$ cat src/rtl/core/acia_pkg.sv
// shared types, codes and helper functions for the acia serial interface
`default_nettype none

package acia_pkg;

  // item kinds carried on the input tuser
  typedef enum logic [2:0] {
    ACT_TICK     = 3'd0,
    ACT_RD_STAT  = 3'd1,
    ACT_RD_DATA  = 3'd2,
    ACT_WR_CTRL  = 3'd3,
    ACT_WR_DATA  = 3'd4
  } acia_action_t;

  // configuration register indexes
  typedef enum logic [1:0] {
    REG_DCD_WIRED   = 2'd0,
    REG_CTS_WIRED   = 2'd1,
    REG_TICKS_SHORT = 2'd2,
    REG_TICKS_LONG  = 2'd3
  } acia_reg_t;

  localparam int CntW = 24;

  // control register fields
  localparam logic [1:0] DIV_MASTER_RESET = 2'b11;
  localparam logic [1:0] TXCTL_TX_IRQ     = 2'b01;
  localparam logic [1:0] TXCTL_RTS_OFF    = 2'b10;
  localparam logic [1:0] TXCTL_BREAK      = 2'b11;

  // bit n set: word format n uses an 11-bit frame
  localparam logic [7:0] LONG_FRAME_MAP = 8'b1101_0011;

  typedef struct packed {
    logic            dcd_wired;
    logic            cts_wired;
    logic [CntW-1:0] ticks_short_frame;
    logic [CntW-1:0] ticks_long_frame;
  } acia_cfg_t;

  typedef struct packed {
    logic [7:0]      control_reg;
    logic [7:0]      receive_byte;
    logic            receive_full;
    logic            carrier_flag;
    logic            carrier_irq;
    logic            flag_follows_pin;
    logic            status_was_read;
    logic            carrier_lost_sample;
    logic            cts_sample;
    logic            room_sample;
    logic [CntW-1:0] tx_busy_count;
    logic [CntW-1:0] rx_wait_count;
  } acia_state_t;

  typedef struct packed {
    logic [2:0] action;
    logic [7:0] data_in;
    logic       carrier_in;
    logic       cts_in;
    logic       sink_room;
    logic       source_ready;
    logic [7:0] source_byte;
  } acia_item_t;

  typedef struct packed {
    logic [7:0] read_value;
    logic       tx_valid;
    logic [7:0] tx_byte;
    logic       source_take;
    logic       rts_out;
    logic       break_out;
    logic       irq_out;
    logic [2:0] word_format;
  } acia_result_t;

  function automatic logic tdre_f(acia_state_t s);
    return (s.control_reg[1:0] != DIV_MASTER_RESET) && (s.tx_busy_count == '0) &&
           s.cts_sample && s.room_sample;
  endfunction

  function automatic logic irq_f(acia_state_t s);
    return (s.control_reg[7] && (s.receive_full || s.carrier_irq)) ||
           ((s.control_reg[6:5] == TXCTL_TX_IRQ) && tdre_f(s));
  endfunction

endpackage

`default_nettype wire

$ cat src/rtl/core/acia_step.sv
// next-state and result logic for one acia transaction
`default_nettype none

module acia_step (
  input  acia_pkg::acia_cfg_t    cfg,
  input  acia_pkg::acia_state_t  st,
  input  acia_pkg::acia_item_t   item,
  output acia_pkg::acia_state_t  st_next,
  output acia_pkg::acia_result_t res
);
  import acia_pkg::*;

  logic                lost;
  logic                cts_now;
  logic                in_rst;
  logic [CntW-1:0]     frame;
  logic                take;
  acia_state_t         smp;
  acia_state_t         nx;
  logic [7:0]          rv;
  logic [7:0]          new_ctrl;

  assign lost     = cfg.dcd_wired & ~item.carrier_in;
  assign cts_now  = cfg.cts_wired ? item.cts_in : 1'b1;
  assign in_rst   = (st.control_reg[1:0] == DIV_MASTER_RESET);
  assign frame    = LONG_FRAME_MAP[st.control_reg[4:2]] ? cfg.ticks_long_frame
                                                         : cfg.ticks_short_frame;
  assign new_ctrl = item.data_in;

  // pin sampling and receive path, shared by tick and reads
  always_comb begin
    smp  = st;
    take = 1'b0;
    if (acia_action_t'(item.action) == ACT_TICK) begin
      if (st.tx_busy_count != '0) smp.tx_busy_count = st.tx_busy_count - 1'b1;
      if (st.rx_wait_count != '0) smp.rx_wait_count = st.rx_wait_count - 1'b1;
    end
    smp.cts_sample  = cts_now;
    smp.room_sample = item.sink_room;
    if (lost && !st.carrier_lost_sample) begin
      smp.carrier_flag     = 1'b1;
      smp.carrier_irq      = 1'b1;
      smp.flag_follows_pin = 1'b0;
      smp.status_was_read  = 1'b0;
      smp.receive_full     = 1'b0;
    end
    smp.carrier_lost_sample = lost;
    if (smp.flag_follows_pin) smp.carrier_flag = lost;
    if (!lost && !in_rst && !smp.receive_full && (smp.rx_wait_count == '0) &&
        item.source_ready) begin
      take              = 1'b1;
      smp.receive_byte  = item.source_byte;
      smp.receive_full  = 1'b1;
      smp.rx_wait_count = frame;
    end
  end

  always_comb begin
    nx  = st;
    rv  = '0;
    res = '0;
    case (acia_action_t'(item.action))
      ACT_TICK: begin
        nx = smp;
      end
      ACT_RD_STAT: begin
        nx = smp;
        rv = {irq_f(smp), 3'b000, ~smp.cts_sample, smp.carrier_flag, tdre_f(smp),
              smp.receive_full};
        if (smp.carrier_flag) nx.status_was_read = 1'b1;
      end
      ACT_RD_DATA: begin
        nx = smp;
        nx.receive_full = 1'b0;
        if (smp.status_was_read && smp.carrier_flag) begin
          nx.carrier_irq      = 1'b0;
          nx.status_was_read  = 1'b0;
          nx.flag_follows_pin = 1'b1;
          nx.carrier_flag     = smp.carrier_lost_sample;
        end
        rv = smp.receive_byte;
      end
      ACT_WR_CTRL: begin
        nx.control_reg = new_ctrl;
        if (new_ctrl[1:0] == DIV_MASTER_RESET) begin
          nx.receive_full        = 1'b0;
          nx.receive_byte        = '0;
          nx.tx_busy_count       = '0;
          nx.rx_wait_count       = '0;
          nx.carrier_irq         = 1'b0;
          nx.status_was_read     = 1'b0;
          nx.flag_follows_pin    = 1'b1;
          nx.carrier_lost_sample = lost;
          nx.carrier_flag        = lost;
          nx.cts_sample          = cts_now;
          nx.room_sample         = item.sink_room;
        end
      end
      ACT_WR_DATA: begin
        nx.tx_busy_count = frame;
        res.tx_valid     = 1'b1;
        res.tx_byte      = item.data_in;
      end
      default: begin
        nx = st;
      end
    endcase
    res.read_value  = rv;
    res.source_take = take && ((acia_action_t'(item.action) == ACT_TICK) ||
                               (acia_action_t'(item.action) == ACT_RD_STAT) ||
                               (acia_action_t'(item.action) == ACT_RD_DATA));
    res.rts_out     = (nx.control_reg[6:5] != TXCTL_RTS_OFF);
    res.break_out   = (nx.control_reg[6:5] == TXCTL_BREAK);
    res.irq_out     = irq_f(nx);
    res.word_format = nx.control_reg[4:2];
  end

  assign st_next = nx;

endmodule

`default_nettype wire

$ cat src/rtl/core/acia_serial_interface_top.sv
// top level of the acia serial interface: stream ports, apb registers, state and output skid
`default_nettype none

// Register-level ACIA model driven by a stream of transactions. Each input
// transaction is one action (tuser: tick, status read, data read, control write,
// data write) along with the line pins it samples; each produces exactly one
// result transaction carrying the read value, the transmitted byte, the receive
// take flag and the modem/irq pin states after the action. One transaction is
// accepted every clock cycle unless the skid register is full; its result is
// registered. The whole update is one pass of flag logic and a 24-bit decrement and
// select between the state registers and the result register. A two-entry output
// (result register plus skid register) keeps input accepted while one result waits
// on a stalled output. Frame timing registers and pin wiring are set over the apb
// port, which should be written only while the block is idle.
module acia_serial_interface_top (
  input  wire logic        clk,
  input  wire logic        rst,
  // stream input
  input  wire logic        s_tvalid,
  output logic             s_tready,
  // data_in[7:0], carrier_in[8], cts_in[9], sink_room[10], source_ready[11],
  // source_byte[19:12], zero pad [23:20]
  input  wire logic [23:0] s_tdata,
  // action[2:0]
  input  wire logic [2:0]  s_tuser,
  // stream output
  output logic             m_tvalid,
  input  wire logic        m_tready,
  // read_value[7:0], tx_valid[8], tx_byte[16:9], source_take[17], rts_out[18],
  // break_out[19], irq_out[20], word_format[23:21]
  output logic [23:0]      m_tdata,
  // apb configuration port
  input  wire logic        psel,
  input  wire logic        penable,
  input  wire logic        pwrite,
  input  wire logic [3:0]  paddr,
  input  wire logic [31:0] pwdata,
  output logic [31:0]      prdata,
  output logic             pready
);
  import acia_pkg::*;

  acia_cfg_t    cfg;
  acia_state_t  st;
  acia_state_t  st_next;
  acia_item_t   item;
  acia_result_t res;
  logic [23:0]  res_data;
  logic [23:0]  skid_data;
  logic         skid_valid;
  logic         in_accept;
  logic         out_free;
  logic         cfg_wr;
  acia_reg_t    reg_sel;

  // ---------------- configuration port ----------------
  assign pready  = 1'b1;
  assign cfg_wr  = psel & penable & pwrite & pready;
  assign reg_sel = acia_reg_t'(paddr[3:2]);

  always_ff @(posedge clk) begin
    if (rst) begin
      cfg.dcd_wired         <= 1'b0;
      cfg.cts_wired         <= 1'b0;
      cfg.ticks_short_frame <= CntW'(2083);
      cfg.ticks_long_frame  <= CntW'(2291);
    end else if (cfg_wr) begin
      case (reg_sel)
        REG_DCD_WIRED:   cfg.dcd_wired         <= pwdata[0];
        REG_CTS_WIRED:   cfg.cts_wired         <= pwdata[0];
        REG_TICKS_SHORT: cfg.ticks_short_frame <= pwdata[CntW-1:0];
        REG_TICKS_LONG:  cfg.ticks_long_frame  <= pwdata[CntW-1:0];
        default: ;
      endcase
    end
  end

  always_comb begin
    case (reg_sel)
      REG_DCD_WIRED:   prdata = {31'd0, cfg.dcd_wired};
      REG_CTS_WIRED:   prdata = {31'd0, cfg.cts_wired};
      REG_TICKS_SHORT: prdata = {8'd0, cfg.ticks_short_frame};
      REG_TICKS_LONG:  prdata = {8'd0, cfg.ticks_long_frame};
      default:         prdata = '0;
    endcase
  end

  // ---------------- input unpack ----------------
  assign item.action       = s_tuser;
  assign item.data_in      = s_tdata[7:0];
  assign item.carrier_in   = s_tdata[8];
  assign item.cts_in       = s_tdata[9];
  assign item.sink_room    = s_tdata[10];
  assign item.source_ready = s_tdata[11];
  assign item.source_byte  = s_tdata[19:12];

  // input is held off only when both output slots are occupied
  assign s_tready  = ~skid_valid;
  assign in_accept = s_tvalid & s_tready;

  // ---------------- state update ----------------
  acia_step u_step (
    .cfg     (cfg),
    .st      (st),
    .item    (item),
    .st_next (st_next),
    .res     (res)
  );

  always_ff @(posedge clk) begin
    if (rst) begin
      st.control_reg         <= '0;
      st.receive_byte        <= '0;
      st.receive_full        <= 1'b0;
      st.carrier_flag        <= 1'b0;
      st.carrier_irq         <= 1'b0;
      st.flag_follows_pin    <= 1'b1;
      st.status_was_read     <= 1'b0;
      st.carrier_lost_sample <= 1'b0;
      st.cts_sample          <= 1'b1;
      st.room_sample         <= 1'b1;
      st.tx_busy_count       <= '0;
      st.rx_wait_count       <= '0;
    end else if (in_accept) begin
      st <= st_next;
    end
  end

  // ---------------- result register and skid ----------------
  assign res_data = {res.word_format, res.irq_out, res.break_out, res.rts_out,
                     res.source_take, res.tx_byte, res.tx_valid, res.read_value};
  assign out_free = ~m_tvalid | m_tready;

  always_ff @(posedge clk) begin
    if (rst) begin
      m_tvalid   <= 1'b0;
      skid_valid <= 1'b0;
    end else if (out_free) begin
      // skid drains first; skid_valid blocks new input so the two never collide
      m_tvalid   <= skid_valid | in_accept;
      skid_valid <= 1'b0;
    end else if (in_accept) begin
      skid_valid <= 1'b1;
    end
  end

  always_ff @(posedge clk) begin
    if (out_free) begin
      m_tdata <= skid_valid ? skid_data : res_data;
    end else if (in_accept) begin
      skid_data <= res_data;
    end
  end

  // ---------------- assertions ----------------
  // a held skid entry means the result register is also occupied
  a_skid_behind_out: assert property (@(posedge clk) disable iff (rst)
    skid_valid |-> m_tvalid)
    else $error("skid entry without result register");

  // an accepted transaction always leaves a result pending next cycle
  a_accept_shows: assert property (@(posedge clk) disable iff (rst)
    in_accept |=> m_tvalid)
    else $error("accepted transaction produced no result");

  // a pending carrier interrupt keeps the carrier flag latched
  a_carrier_latch: assert property (@(posedge clk) disable iff (rst)
    st.carrier_irq |-> (st.carrier_flag && !st.flag_follows_pin))
    else $error("carrier interrupt without latched flag");

  // master reset keeps the receiver empty and unpaced
  a_reset_rx_idle: assert property (@(posedge clk) disable iff (rst)
    (st.control_reg[1:0] == DIV_MASTER_RESET) |->
      (!st.receive_full && (st.rx_wait_count == '0)))
    else $error("receiver active during master reset");

endmodule

`default_nettype wire

$ cat config.mk
export PLATFORM = sky130hd
export DESIGN_NAME = acia_serial_interface_top
export DESIGN_NICKNAME = d
export VERILOG_FILES = /design/src/rtl/core/acia_pkg.sv /design/src/rtl/core/acia_step.sv /design/src/rtl/core/acia_serial_interface_top.sv
export SDC_FILE = /design/constraint.sdc
export NUM_CORES = 1
export LEC_CHECK = 0
export BUFFER_PORTS_ARGS = -buffer_cell sky130_fd_sc_hd__buf_4
export CAP_MARGIN = 20
export CORE_AREA = 5 5 147 149
export DETAILED_ROUTE_END_ITERATION = 10
export DIE_AREA = 0 0 152 154
export PLACE_DENSITY = 0.7
export RECOVER_POWER = 25
export SYNTH_ARGS = -nofsm -noshare
export SYNTH_HDL_FRONTEND = slang
export SYNTH_SLANG_ARGS = --single-unit
export TNS_END_PERCENT = 1
$ cat constraint.sdc
create_clock -name clk -period 4.5 [get_ports clk]
set_input_delay 0.675 -clock clk [delete_from_list [all_inputs] [get_ports clk]]
set_output_delay 0.675 -clock clk [all_outputs]
set_load 0.02 [all_outputs]
==> results.cfg <==
[clocking]
clk_latency_ps = 440
post_cts_resize_count = 0
cts_root_buffer = clkbuf_16
cts_setup_buffers = 0
ctsHoldBuffers = 0
clk_pin_slew_ps = 70
tritoncts = built
cts_sinks = 173
clk_path_buf_depth = 2
numCtsBuffers = 17
cts_max_level = 4

[synthesis]
ys_ff_latch = 173
synth.largest_area_cell = dfxtp_1
synth_edf_count = 48
synth_top_area_share_pct = 25.2
synth_ff_type = dfxtp_1
synth_cells = 1204
synth_cell_types = 77
syn_area_mm2 = 0.00993
synth_area_leaders = dfxtp_1 25%, edfxtp_1 15%, nand2_1 6.5%, mux2i_1 4.9%, o21ai_0 4.1%
yosysSeqAreaShare_pct = 39.7
syn_avg_cell_area_um2 = 8.24
synth_common_cells = 173 x nand2_1, 125 x dfxtp_1, 94 x nor2_1
ys.warnings.count = 0
yosysMostFrequentCell = nand2_1
async_flop_share_pct = 0

[worst_setup_path]
reg2reg_slack_ps = 640
r2r_start = st[0]
endpoint_kind = flip-flop
cp-start-kind = flip-flop
path_class = reg -> reg
reg2reg_depth = 12
critPathTopFamily = simple AND/OR/NAND/NOR gates
cp.arrival_ps = 4010
cp_slowest_stage_delay_ps = 430
r2r_end = m_tdata[0]
startpoint = st[0]
cp_num_buf_inv = 3
crit_chain = inv_1 > ha_1 > nor4b_1 > nand4_1 > a2111oi_0 > buf_4 > xnor2_1 > nand3_1 > nor4bb_2 > buf_12 > mux2i_1 > o221ai_1
critPathSlowestCell = a2111oi_0
cp_max_fo = 11
cp_data_required_time_ps = 4650

[global_routing]
grt_max_degree = 71
grt_pass1_wl_mm = 49.6
grt_pass1_vias = 9185
grt_overflow_total = 0
antenna_found_initial = 0
grt_usage_pct = 25.8

[place]
placed_area_mm2 = 0.0110
gp_congestion = 0.967
dp_hpwl_mm = 22.1
io_buffers = 105

[outcome]
status = finished, final reports clean

[floorplan]
core.rowCount = 52
coreArea_mm2 = 0.0200
start_util_pct = 49.5
pin_count = 129
die_w_um = 152
die_h_um = 154
die-area_mm2 = 0.0234

[timing]
setup_violations = 0
hold_viol = 0
relSlewSlack_pct = 4.86
fin_skew_ps = 11.1
timing.fmax_ghz = 0.259
holdWs_ps = 453
finalCriticalPeriod_ps = 3860
slew_viol_final = 0
tightest_slew_ps = 1430
rsz0062_at_grt = false
period_share_pct = 85.7
setup-tns-final_ps = 0

[route]
wl_mm = 31.0
vias_per_cell = 6.13
routedWlPerCell_um = 19.8
first_pass_iters = 5
drtAntennaViolNets = 0
vias = 9576
drc = 0
drt_iter0_drc = 880

[run]
drv_cap = 0

[min_path]
hold_depth = 3
hold_path_end = cfg[11]
hold_path_class = in -> reg
min_from = pwdata[11]

[power]
total_leakage_power_nw = 4.41
ir_drop_mv = 0.241
powerDensity_mw_per_mm2 = 337
power.total_mw = 3.86

[cells_and_area]
layout-drive-gt1-share_pct = 14.8
multi_input_area_mm2 = 0.00555
final_area_mm2 = 0.0114
fin_util_pct = 57.1
seqCellArea_mm2 = 0.00394
antenna_cells = 0
synthToLayoutAreaGrowth_pct = 15.3
fillers = 1920
finalNetCount = 1351
cell usage in the layout, fill, tap and decap left out, types with 28 or more instances in the layout:
| cell | count |
|---|---|
| edfxtp_1 | 48 |
| buf_4 | 111 |
| nor3_1 | 44 |
| nand2_1 | 173 |
| nand3_1 | 43 |
| mux2i_1 | 49 |
| clkbuf_1 | 30 |
| dfxtp_1 | 125 |
| nor2_1 | 93 |
| a21oi_1 | 80 |
| o21ai_0 | 81 |
| nor2b_1 | 28 |
kinds of logic (layout without fill, tap and decap cells):
kind of cell,after synthesis,in the layout,share of synthesized area [%]
and+or+nand+nor,521,521,26.3
adders and majority gates,3,3,0.378
muxes,77,77,8.23
buffers and inverters,114,194,4.79
other,2,9,0.0757
AOI/OAI and AO/OA,304,304,19.6
xor gates and xnor gates,10,10,0.882
DFF,173,173,39.7
worst register-to-register path: stages, from the launching register on:
cell and delay (ps):
dfxtp_1 360, inv_1 170, ha_1 390, nor4b_1 320, nand4_1 270, a2111oi_0 430
buf_4 200, xnor2_1 190, nand3_1 250, nor4bb_2 420, buf_12 200, mux2i_1 250
o221ai_1 130
per-stage QoR:
step / cells / worst slack, ps
after floorplan: 1211 / 969
after global placement: 1529 / 687
after detailed placement: 1529 / 676
after CTS: 1561 / 694
after global routing: 1561 / 255
final: 1561 / 644
layer usage:
metal,GRT usage [%],up-vias,share of wire [%]
met4,11.1,0,3.6
met3,5.12,75,8.6
met5,0,-,0
met2,40.4,453,44
met1,34.9,4486,43
li1,-,4562,-
power breakdown:
group	internal, mW	leakage (nW)	switching (mW)
Sequential	1.66	1.51	0.0561
Combinational	0.265	2.63	0.434
Clock	0.738	0.280	0.706
cell type report:
class / instances / share of cell area, %
Clock buffer: 17 / 3.72
Clock inverter: 15 / 1.29
Inverter: 19 / 0.623
Multi-Input combinational cell: 924 / 48.5
Sequential cell: 173 / 34.4
Tap cell: 270 / 2.95
Timing Repair Buffer: 143 / 8.50
flip-flops by register name (all words and copies together), names as in the netlist, named ones only:
name        flops
cfg            50
skid_valid      1
skid_data      24
st             72
m_tdata        24
m_tvalid        1
worst max path at each step:
| stage | cells past startpoint | endpoint |
|---|---|---|
| 2_1_floorplan | 9 | m_tdata[7] |
| 3_3_place_gp | 10 | m_tdata[0] |
| 3_5_place_dp | 10 | m_tdata[20] |
| 4_1_cts | 12 | m_tdata[0] |
| 5_1_grt | 12 | m_tdata[0] |
| 6_report | 12 | m_tdata[0] |
Power figures use the tool's default switching activity.
